===== src/design/esd_pkg.sv =====
// ----------------------------------------------------------------------------
// esd_pkg
// Shared types and constants of the elevator sweep dispatcher.
// ----------------------------------------------------------------------------
package esd_pkg;

   localparam int FLOORS_DEF      = 16;
   localparam int START_FLOOR_DEF = 1;

   localparam int CMD_W   = 2;
   localparam int FLOOR_W = 5;
   localparam int DIR_W   = 2;

   localparam logic [CMD_W-1:0] CMD_REQUEST = 2'd0;
   localparam logic [CMD_W-1:0] CMD_ARRIVE  = 2'd1;
   localparam logic [CMD_W-1:0] CMD_REACHED = 2'd2;

   localparam logic [DIR_W-1:0] DIR_STAY = 2'd0;
   localparam logic [DIR_W-1:0] DIR_UP   = 2'd1;
   localparam logic [DIR_W-1:0] DIR_DOWN = 2'd2;

   localparam logic KIND_NEXT = 1'b0;
   localparam logic KIND_IDLE = 1'b1;

   typedef enum logic [2:0] {
      ST_IDLE,
      ST_DECODE,
      ST_SEEK,
      ST_DECIDE,
      ST_NEAR_START,
      ST_NEAR,
      ST_EMIT_NEXT,
      ST_EMIT_IDLE
   } state_type;

   typedef struct packed {
      logic load;
      logic request;
      logic arrive;
      logic reached;
      logic retarget;
      logic go_idle;
      logic near_start;
      logic scan_step;
      logic emit;
      logic emit_idle;
   } dp_cmd_type;

   typedef struct packed {
      logic [CMD_W-1:0] cmd;
      logic             req_ok;
      logic             reach_ok;
      logic             busy;
      logic             scan_done;
      logic             at_target;
      logic             cand_zero;
      logic             out_free;
   } dp_sts_type;

endpackage


===== src/design/esd_ctrl.sv =====
// ----------------------------------------------------------------------------
// esd_ctrl
// Sequencer: decodes a request, runs the floor scans and issues the result.
// ----------------------------------------------------------------------------
module esd_ctrl (
   input  logic               clock,
   input  logic               reset,
   input  logic               req_valid,
   output logic               req_stall,
   input  esd_pkg::dp_sts_type sts,
   output esd_pkg::dp_cmd_type cmd
);
   import esd_pkg::*;

   state_type state_ff;
   state_type state_in;

   always_ff @(posedge clock) begin
      if (reset) begin
         state_ff <= ST_IDLE;
      end else begin
         state_ff <= state_in;
      end
   end

   always_comb begin
      state_in  = state_ff;
      cmd       = '0;
      req_stall = reset || (state_ff != ST_IDLE);
      case (state_ff)
         ST_IDLE: begin
            if (req_valid) begin
               cmd.load = 1'b1;
               state_in = ST_DECODE;
            end
         end
         ST_DECODE: begin
            state_in = ST_IDLE;
            case (sts.cmd)
               CMD_REQUEST: begin
                  if (sts.req_ok) begin
                     cmd.request = 1'b1;
                     state_in    = ST_NEAR_START;
                  end
               end
               CMD_ARRIVE: begin
                  if (sts.busy) begin
                     cmd.arrive = 1'b1;
                     state_in   = ST_SEEK;
                  end
               end
               CMD_REACHED: begin
                  cmd.reached = sts.reach_ok;
               end
               default: begin
                  state_in = ST_IDLE;
               end
            endcase
         end
         ST_SEEK: begin
            cmd.scan_step = 1'b1;
            if (sts.scan_done) begin
               state_in = ST_DECIDE;
            end
         end
         ST_DECIDE: begin
            if (sts.at_target && sts.cand_zero) begin
               cmd.go_idle = 1'b1;
               state_in    = ST_EMIT_IDLE;
            end else begin
               cmd.retarget = sts.at_target;
               state_in     = ST_NEAR_START;
            end
         end
         ST_NEAR_START: begin
            cmd.near_start = 1'b1;
            state_in       = ST_NEAR;
         end
         ST_NEAR: begin
            cmd.scan_step = 1'b1;
            if (sts.scan_done) begin
               state_in = ST_EMIT_NEXT;
            end
         end
         ST_EMIT_NEXT: begin
            if (sts.out_free) begin
               cmd.emit = 1'b1;
               state_in = ST_IDLE;
            end
         end
         ST_EMIT_IDLE: begin
            if (sts.out_free) begin
               cmd.emit      = 1'b1;
               cmd.emit_idle = 1'b1;
               state_in      = ST_IDLE;
            end
         end
         default: begin
            state_in = ST_IDLE;
         end
      endcase
   end

endmodule


===== src/design/esd_dp.sv =====
// ----------------------------------------------------------------------------
// esd_dp
// Datapath: request bitmap, car state, bit-serial floor scanner and
// result register.
// ----------------------------------------------------------------------------
module esd_dp #(
   parameter int FLOORS          = esd_pkg::FLOORS_DEF,
   parameter int START_FLOOR_NUM = esd_pkg::START_FLOOR_DEF
) (
   input  logic                        clock,
   input  logic                        reset,
   input  logic [esd_pkg::CMD_W-1:0]   req_cmd,
   input  logic [esd_pkg::FLOOR_W-1:0] req_floor,
   input  esd_pkg::dp_cmd_type         cmd,
   output esd_pkg::dp_sts_type         sts,
   output logic                        rsp_valid,
   input  logic                        rsp_stall,
   output logic                        rsp_kind,
   output logic [esd_pkg::FLOOR_W-1:0] rsp_next_floor,
   output logic [esd_pkg::DIR_W-1:0]   rsp_heading
);
   import esd_pkg::*;

   localparam int FCW = $clog2(FLOORS + 1);
   localparam int FW  = (FCW > FLOOR_W) ? FCW : FLOOR_W;
   localparam int IW  = $clog2(FLOORS);
   localparam logic [FW-1:0] TOP_FLOOR = FW'(FLOORS);
   localparam logic [FW-1:0] ONE       = FW'(1);

   logic [CMD_W-1:0]   cmd_ff,      cmd_in;
   logic [FLOOR_W-1:0] floor_ff,    floor_in;
   logic [FLOORS-1:0]  pending_ff,  pending_in;
   logic [FW-1:0]      cur_ff,      cur_in;
   logic [FW-1:0]      target_ff,   target_in;
   logic [DIR_W-1:0]   dir_ff,      dir_in;
   logic               busy_ff,     busy_in;
   logic [FW-1:0]      idx_ff,      idx_in;
   logic [FW-1:0]      end_ff,      end_in;
   logic               up_ff,       up_in;
   logic [FW-1:0]      found_ff,    found_in;
   logic               rsp_valid_ff, rsp_valid_in;
   logic               rsp_kind_ff,  rsp_kind_in;
   logic [FLOOR_W-1:0] rsp_floor_ff, rsp_floor_in;
   logic [DIR_W-1:0]   rsp_dir_ff,   rsp_dir_in;

   logic [FW-1:0] floor_ext;
   logic [FW-1:0] floor_m1;
   logic [FW-1:0] cur_m1;
   logic [FW-1:0] idx_m1;
   logic          floor_ok;
   logic          scan_hit;
   logic          scan_last;
   logic          extend_tgt;

   always_comb begin
      floor_ext  = FW'(floor_ff);
      floor_m1   = floor_ext - ONE;
      cur_m1     = cur_ff - ONE;
      idx_m1     = idx_ff - ONE;
      floor_ok   = (floor_ext != '0) && (floor_ext <= TOP_FLOOR);
      scan_hit   = (idx_ff != '0) && (idx_ff <= TOP_FLOOR) && pending_ff[idx_m1[IW-1:0]];
      scan_last  = (idx_ff == end_ff);
      extend_tgt = (target_ff == '0) ||
                   ((dir_ff == DIR_UP) && (floor_ext > target_ff)) ||
                   ((dir_ff == DIR_DOWN) && (floor_ext < target_ff));

      sts.cmd       = cmd_ff;
      sts.req_ok    = floor_ok && !pending_ff[floor_m1[IW-1:0]];
      sts.reach_ok  = floor_ok;
      sts.busy      = busy_ff;
      sts.scan_done = scan_hit || scan_last;
      sts.at_target = (cur_ff == target_ff);
      sts.cand_zero = (found_ff == '0);
      sts.out_free  = !rsp_valid_ff || !rsp_stall;
   end

   always_comb begin
      cmd_in       = cmd_ff;
      floor_in     = floor_ff;
      pending_in   = pending_ff;
      cur_in       = cur_ff;
      target_in    = target_ff;
      dir_in       = dir_ff;
      busy_in      = busy_ff;
      idx_in       = idx_ff;
      end_in       = end_ff;
      up_in        = up_ff;
      found_in     = found_ff;
      rsp_valid_in = rsp_valid_ff && rsp_stall;
      rsp_kind_in  = rsp_kind_ff;
      rsp_floor_in = rsp_floor_ff;
      rsp_dir_in   = rsp_dir_ff;

      if (cmd.load) begin
         cmd_in   = req_cmd;
         floor_in = req_floor;
      end
      if (cmd.request) begin
         busy_in                          = 1'b1;
         pending_in[floor_m1[IW-1:0]]     = 1'b1;
         if (extend_tgt) begin
            target_in = floor_ext;
            dir_in    = (floor_ext < cur_ff) ? DIR_DOWN : DIR_UP;
         end
      end
      if (cmd.arrive) begin
         pending_in[cur_m1[IW-1:0]] = 1'b0;
         up_in                      = (dir_ff == DIR_UP);
         idx_in                     = (dir_ff == DIR_UP) ? ONE : TOP_FLOOR;
         end_in                     = cur_ff;
      end
      if (cmd.reached) begin
         busy_in = 1'b1;
         cur_in  = floor_ext;
      end
      if (cmd.retarget) begin
         target_in = found_ff;
         dir_in    = (found_ff < cur_ff) ? DIR_DOWN : DIR_UP;
      end
      if (cmd.go_idle) begin
         busy_in   = 1'b0;
         target_in = '0;
         dir_in    = DIR_STAY;
      end
      if (cmd.near_start) begin
         up_in  = (target_ff > cur_ff);
         idx_in = cur_ff;
         end_in = target_ff;
      end
      if (cmd.scan_step) begin
         if (scan_hit) begin
            found_in = idx_ff;
         end else if (scan_last) begin
            found_in = '0;
         end else begin
            idx_in = up_ff ? (idx_ff + ONE) : idx_m1;
         end
      end
      if (cmd.emit) begin
         rsp_valid_in = 1'b1;
         rsp_kind_in  = cmd.emit_idle ? KIND_IDLE : KIND_NEXT;
         rsp_floor_in = cmd.emit_idle ? '0 : found_ff[FLOOR_W-1:0];
         rsp_dir_in   = cmd.emit_idle ? DIR_STAY : dir_ff;
      end
   end

   always_ff @(posedge clock) begin
      if (reset) begin
         pending_ff   <= '0;
         cur_ff       <= FW'(START_FLOOR_NUM);
         target_ff    <= '0;
         dir_ff       <= DIR_STAY;
         busy_ff      <= 1'b0;
         rsp_valid_ff <= 1'b0;
      end else begin
         pending_ff   <= pending_in;
         cur_ff       <= cur_in;
         target_ff    <= target_in;
         dir_ff       <= dir_in;
         busy_ff      <= busy_in;
         rsp_valid_ff <= rsp_valid_in;
      end
   end

   always_ff @(posedge clock) begin
      cmd_ff       <= cmd_in;
      floor_ff     <= floor_in;
      idx_ff       <= idx_in;
      end_ff       <= end_in;
      up_ff        <= up_in;
      found_ff     <= found_in;
      rsp_kind_ff  <= rsp_kind_in;
      rsp_floor_ff <= rsp_floor_in;
      rsp_dir_ff   <= rsp_dir_in;
   end

   assign rsp_valid      = rsp_valid_ff;
   assign rsp_kind       = rsp_kind_ff;
   assign rsp_next_floor = rsp_floor_ff;
   assign rsp_heading    = rsp_dir_ff;

endmodule


===== src/design/elevator_sweep_dispatcher.sv =====
// ----------------------------------------------------------------------------
// elevator_sweep_dispatcher
// Sweep-style elevator dispatcher: floor requests, arrivals and floor reports
// in, next-target or all-served announcements out.
// ----------------------------------------------------------------------------
// An item without result is only decoded; a request runs one floor scan and an
// arrival up to two, each on the one-bit-per-cycle floor scanner. One item at
// a time: a new item is taken only after the previous one is finished.
// A finished result sits in the output register while the next item is taken.
// Reset (synchronous) clears the bitmap, target and heading; car at start floor.
module elevator_sweep_dispatcher #(
   parameter int FLOORS          = esd_pkg::FLOORS_DEF,
   parameter int START_FLOOR_NUM = esd_pkg::START_FLOOR_DEF
) (
   input  logic                        clock,
   input  logic                        reset,
   input  logic                        req_valid,
   output logic                        req_stall,
   input  logic [esd_pkg::CMD_W-1:0]   req_cmd,
   input  logic [esd_pkg::FLOOR_W-1:0] req_floor,
   output logic                        rsp_valid,
   input  logic                        rsp_stall,
   output logic                        rsp_kind,
   output logic [esd_pkg::FLOOR_W-1:0] rsp_next_floor,
   output logic [esd_pkg::DIR_W-1:0]   rsp_heading
);
   import esd_pkg::*;

   dp_cmd_type dp_cmd;
   dp_sts_type dp_sts;

   esd_ctrl u_ctrl (
      .clock     (clock),
      .reset     (reset),
      .req_valid (req_valid),
      .req_stall (req_stall),
      .sts       (dp_sts),
      .cmd       (dp_cmd)
   );

   esd_dp #(
      .FLOORS          (FLOORS),
      .START_FLOOR_NUM (START_FLOOR_NUM)
   ) u_dp (
      .clock          (clock),
      .reset          (reset),
      .req_cmd        (req_cmd),
      .req_floor      (req_floor),
      .cmd            (dp_cmd),
      .sts            (dp_sts),
      .rsp_valid      (rsp_valid),
      .rsp_stall      (rsp_stall),
      .rsp_kind       (rsp_kind),
      .rsp_next_floor (rsp_next_floor),
      .rsp_heading    (rsp_heading)
   );

endmodule


===== config.mk =====
export PLATFORM = sky130hd
export DESIGN_NAME = elevator_sweep_dispatcher
export DESIGN_NICKNAME = d
export VERILOG_FILES = /design/src/design/esd_pkg.sv /design/src/design/esd_ctrl.sv /design/src/design/esd_dp.sv /design/src/design/elevator_sweep_dispatcher.sv
export SDC_FILE = /design/constraint.sdc
export NUM_CORES = 1
export LEC_CHECK = 0
export ABC_AREA = 1
export BUFFER_PORTS_ARGS = -buffer_cell sky130_fd_sc_hd__buf_2
export CAP_MARGIN = 20
export CORE_MARGIN = 2
export CORE_UTILIZATION = 40
export CTS_CLUSTER_DIAMETER = 80
export DETAILED_ROUTE_END_ITERATION = 12
export GPL_ROUTABILITY_DRIVEN = 0
export PLACE_DENSITY_LB_ADDON = 0.12
export SLEW_MARGIN = 10
export SYNTH_ARGS = -nofsm -noshare
export SYNTH_HDL_FRONTEND = slang
export SYNTH_HIERARCHICAL = 1
export SYNTH_SLANG_ARGS = --single-unit

===== constraint.sdc =====
create_clock -name clock -period 3.91 [get_ports clock]
set_input_delay 0.1955 -clock clock [delete_from_list [all_inputs] [get_ports clock]]
set_output_delay 0.1955 -clock clock [all_outputs]
set_load 0.02 [all_outputs]

==> parameters.txt <==
Parameter                              Value

Routing
  Average detailed-routed wire length per instance    14.9 um
  Number of detailed-route iterations in the first pass    5
  DR vias    3688
  DR iter-0 viols    206
  Remaining design rule violation count    0
  Post-detailed-route via-to-cell ratio    5.25
  Antenna viol nets, final    0
  Final Routed Wirelength    around 10000 um

Setup path
  Largest fanout on the critical path    17
  Startpoint class of the critical path    register
  FF-to-FF End    u_dp/target_ff[0]
  Required time of the critical path    4.15 ns
  Type of element capturing the critical path    register
  Crit path arrival time    roughly 3.4 ns
  Setup slack, reg-to-reg    0.80 ns
  Startpoint-to-endpoint class of the critical path    register to register
  Reg2reg start    u_dp/floor_ext[0]
  Depth of the worst register-to-register path    15

Power
  Reported net switching power    0.769 mW
  Worst ir drop on vdd    approximately 0.00015 V
  Leakage power    1.98 nW
  Combinational share of power    32.6%
  Areal power density over the cells    459 nW/um^2
  Internal power consumption    1.26 mW
  Part of the power in the clock network    between 20% and 30%
  Sequential fraction of design power    approximately 41%
  Sw Ratio    37.9%

Yosys
  Post-synth top flop    dfxtp_1
  Share of the synthesized area in the top cell type    between 10% and 20%
  Warning count from the yosys run    6
  Biggest area consumer among synthesized cells    edfxtp_1
  Netlist area before placement    4060 sq um
  Most used standard cells in the synthesized netlist    nand2_1 (122), inv_1 (68), nor2_1 (56)
  Post-Syn Instances    between 500 and 600
  Most instantiated library cell after synthesis    nand2_1
  Part of the Yosys area used for sequential elements    38.0%
  Net count of the mapped netlist    580
  EDFF count, synth    26
  Share of async-settable or async-resettable flops after synthesis    0%
  Flip-flop and latch count after synthesis    64
  Number of library cell types mapped by synthesis    39
  Avg Inst Size Synth    7.45 sq um
  Dominant cells by area after synthesis    edfxtp_1 (19%), dfxtp_1 (19%), nand2_1 (11%), ha_1 (7.4%), inv_1 (6.3%)

Place
  Placement Setup Slack    0.873 ns
  Placed wire-length estimate    about 8100 um
  IO Port Bufs    20
  Placed Instances    between 600 and 700

Timing
  Unrepaired setup endpoints after global routing    no
  Hold Vio Cnt, Final    0
  Post-route fraction of the period consumed by the critical path    79.6%
  Setup Viol. Count Final    0
  Worst hold-check slack    0.0223 ns
  Max-Slew Margin vs Limit    ~35%
  Setup TNS    0 ns
  Final worst path period need    3.11 ns
  Worst Skew    0.00615 ns
  Maximum frequency from static timing analysis    0.321 GHz
  Final Slew Violations    0
  Setup WS post-layout    0.797 ns
  Slew at the pin closest to its max-slew limit    between 0.9 and 1 ns

Global route
  Maximum number of pins on one net before global-route repair    19
  First-pass GRT wire length    17700 um
  Layer with the highest usage    met2
  Gr ovfl total    0
  GRT met1 Usage    between 20% and 30%
  Number of global-route vias before repair    3467
  Met2 track demand over resource    31.6%
  Number of antenna violations at the first check in global routing    0
  Overall track demand over capacity in global routing    20.2%
  Met3 capacity usage during global routing    ~3.2%

Worst hold path
  Worst hold path depth    1
  Hold crit path type    input pin to register
  Worst hold path endpoint    u_dp/floor_ext[0]
  Hold path start    req_floor[0]

Clock tree
  Latest clock arrival within the worst-skew pair    0.34 ns
  Hold_buf cts    0
  TritonCTS clock tree    yes
  H-tree levels    3
  TritonCTS Buffers    9
  Number of setup buffers added after CTS    0
  Max clock buf depth    2
  Root cell of the clock tree    clkbuf_8
  Total number of clock tree sinks    64
  Post-CTS Resized    0
  Reg clk slew, reported paths    0.07 ns

Layout
  # nets final    599
  ANT cells    0
  Share of cells above drive strength 1    13.0%
  Fill cell instance count of the final layout    1042
  Fraction of the core area covered by cells at the end of the flow    between 40% and 50%
  Area added between synthesis and finish    9.09%
  Post-layout instance count excluding filler cells    702

Floorplan
  Vert. Die Dim    105 um
  Area of the core region    9820 sq um
  Starting density of the core    41.3%
  Number of top-level pins    21
  Number of placement rows    36
  Die outline width    105 um
  Die ar.    11000 sq um

Outcome
  Status    finished clean

Flow run
  Count of max-cap constraint violations    0
per-stage QoR:
stage | power, mW | cell area [sq um]
2_1_floorplan | 1.39 | 4060
3_3_place_gp | 1.49 | 4240
3_5_place_dp | 1.50 | 4240
4_1_cts | 2.04 | 4430
5_1_grt | 2.18 | 4430
6_report | 2.03 | 4430
cells by family after synthesis:
group / share of synthesized area [%]
AO/OA/AOI/OAI: 13.2
XOR/XNOR: 2.34
AND/OR/NAND/NOR: 29.4
adder cells (fa/ha/maj): 7.40
buffers and inverters: 9.71
flip-flops: 38.0
critical path, cell delays in order, from the launching register on:
cell and delay (ns):
edfxtp_1 0.66, inv_2 0.19, ha_1 0.28, xor2_1 0.28, inv_1 0.12, nand2_1 0.18, a21oi_1 0.06, nor3_1 0.18
nor3b_1 0.20, nand2_1 0.09, inv_1 0.23, nand2_1 0.17, nand2_2 0.19, nand2_1 0.08, nand2_1 0.06, nor2_1 0.04
power groups by stage:
stage          logic, mW  clock network, mW  registers [mW]
6_report           0.662              0.543           0.827
5_1_grt            0.764              0.584           0.836
2_1_floorplan      0.597                  0           0.792
3_3_place_gp       0.650                  0           0.840
3_5_place_dp       0.659                  0           0.840
4_1_cts            0.663              0.552           0.825
how the worst max path moves through the flow:
stage | slack (ns) | start | endpoint
2_1_floorplan | 1.55 | u_dp/floor_ext[0] | u_dp/target_ff[0]
4_1_cts | 0.85 | u_dp/floor_ext[0] | u_dp/target_ff[0]
6_report | 0.80 | u_dp/floor_ext[0] | u_dp/target_ff[0]
3_5_place_dp | 0.87 | u_dp/floor_ext[0] | u_dp/target_ff[1]
3_3_place_gp | 1.04 | u_dp/floor_ext[0] | u_dp/target_ff[0]
5_1_grt | 0.30 | u_dp/floor_ext[0] | u_dp/target_ff[1]
registers in the layout, summed over array words and instances (netlist names), 3 cells and up:
signal,count
u_dp/pending_ff,16
u_dp/target_ff,5
u_dp/found_ff,5
u_ctrl/state_ff,3
u_dp/floor_ext,5
u_dp/rsp_next_floor,5
u_dp/cur_ff,5
u_dp/end_ff,5
u_dp/idx_ff,5
cells in the final DEF (no fill, tap or decap), types with 3 or more instances in the layout:
master and instances:
clkbuf_8 10, edfxtp_1 26, nand3_1 38, nand2_2 10, clkinv_2 3, inv_2 9
nor2_1 56, xor2_1 6, nand2_1 122, nor2_2 4, nand4_1 13, inv_1 68
xnor2_1 3, o22ai_1 4, nand3_2 5, o21ai_0 41, o221a_2 3, a31oi_1 3
nor3_1 5, ha_1 24, a21oi_1 27, dfxtp_1 38, buf_2 20, o211a_1 7
buf_4 3
routing by layer:
layer / vias to the layer above / share of wire [%]
li1: 1844 / -
met1: 1730 / 48
met2: 98 / 45
met3: 16 / 5.1
met4: 0 / 1.6
met5: - / 0
area by class of cell:
cell class | count | area (sq um) | area share, %
multi-input cells | 389 | 2120 | 48.0
flip-flops and latches | 64 | 1540 | 34.8
inverters | 77 | 289 | 6.53
clock buffers | 13 | 170 | 3.84
well taps | 133 | 166 | 3.76
repair buffers | 23 | 123 | 2.77
clock inverters | 3 | 15.0 | 0.339
No activity file was read; power rests on OpenSTA's default activity.
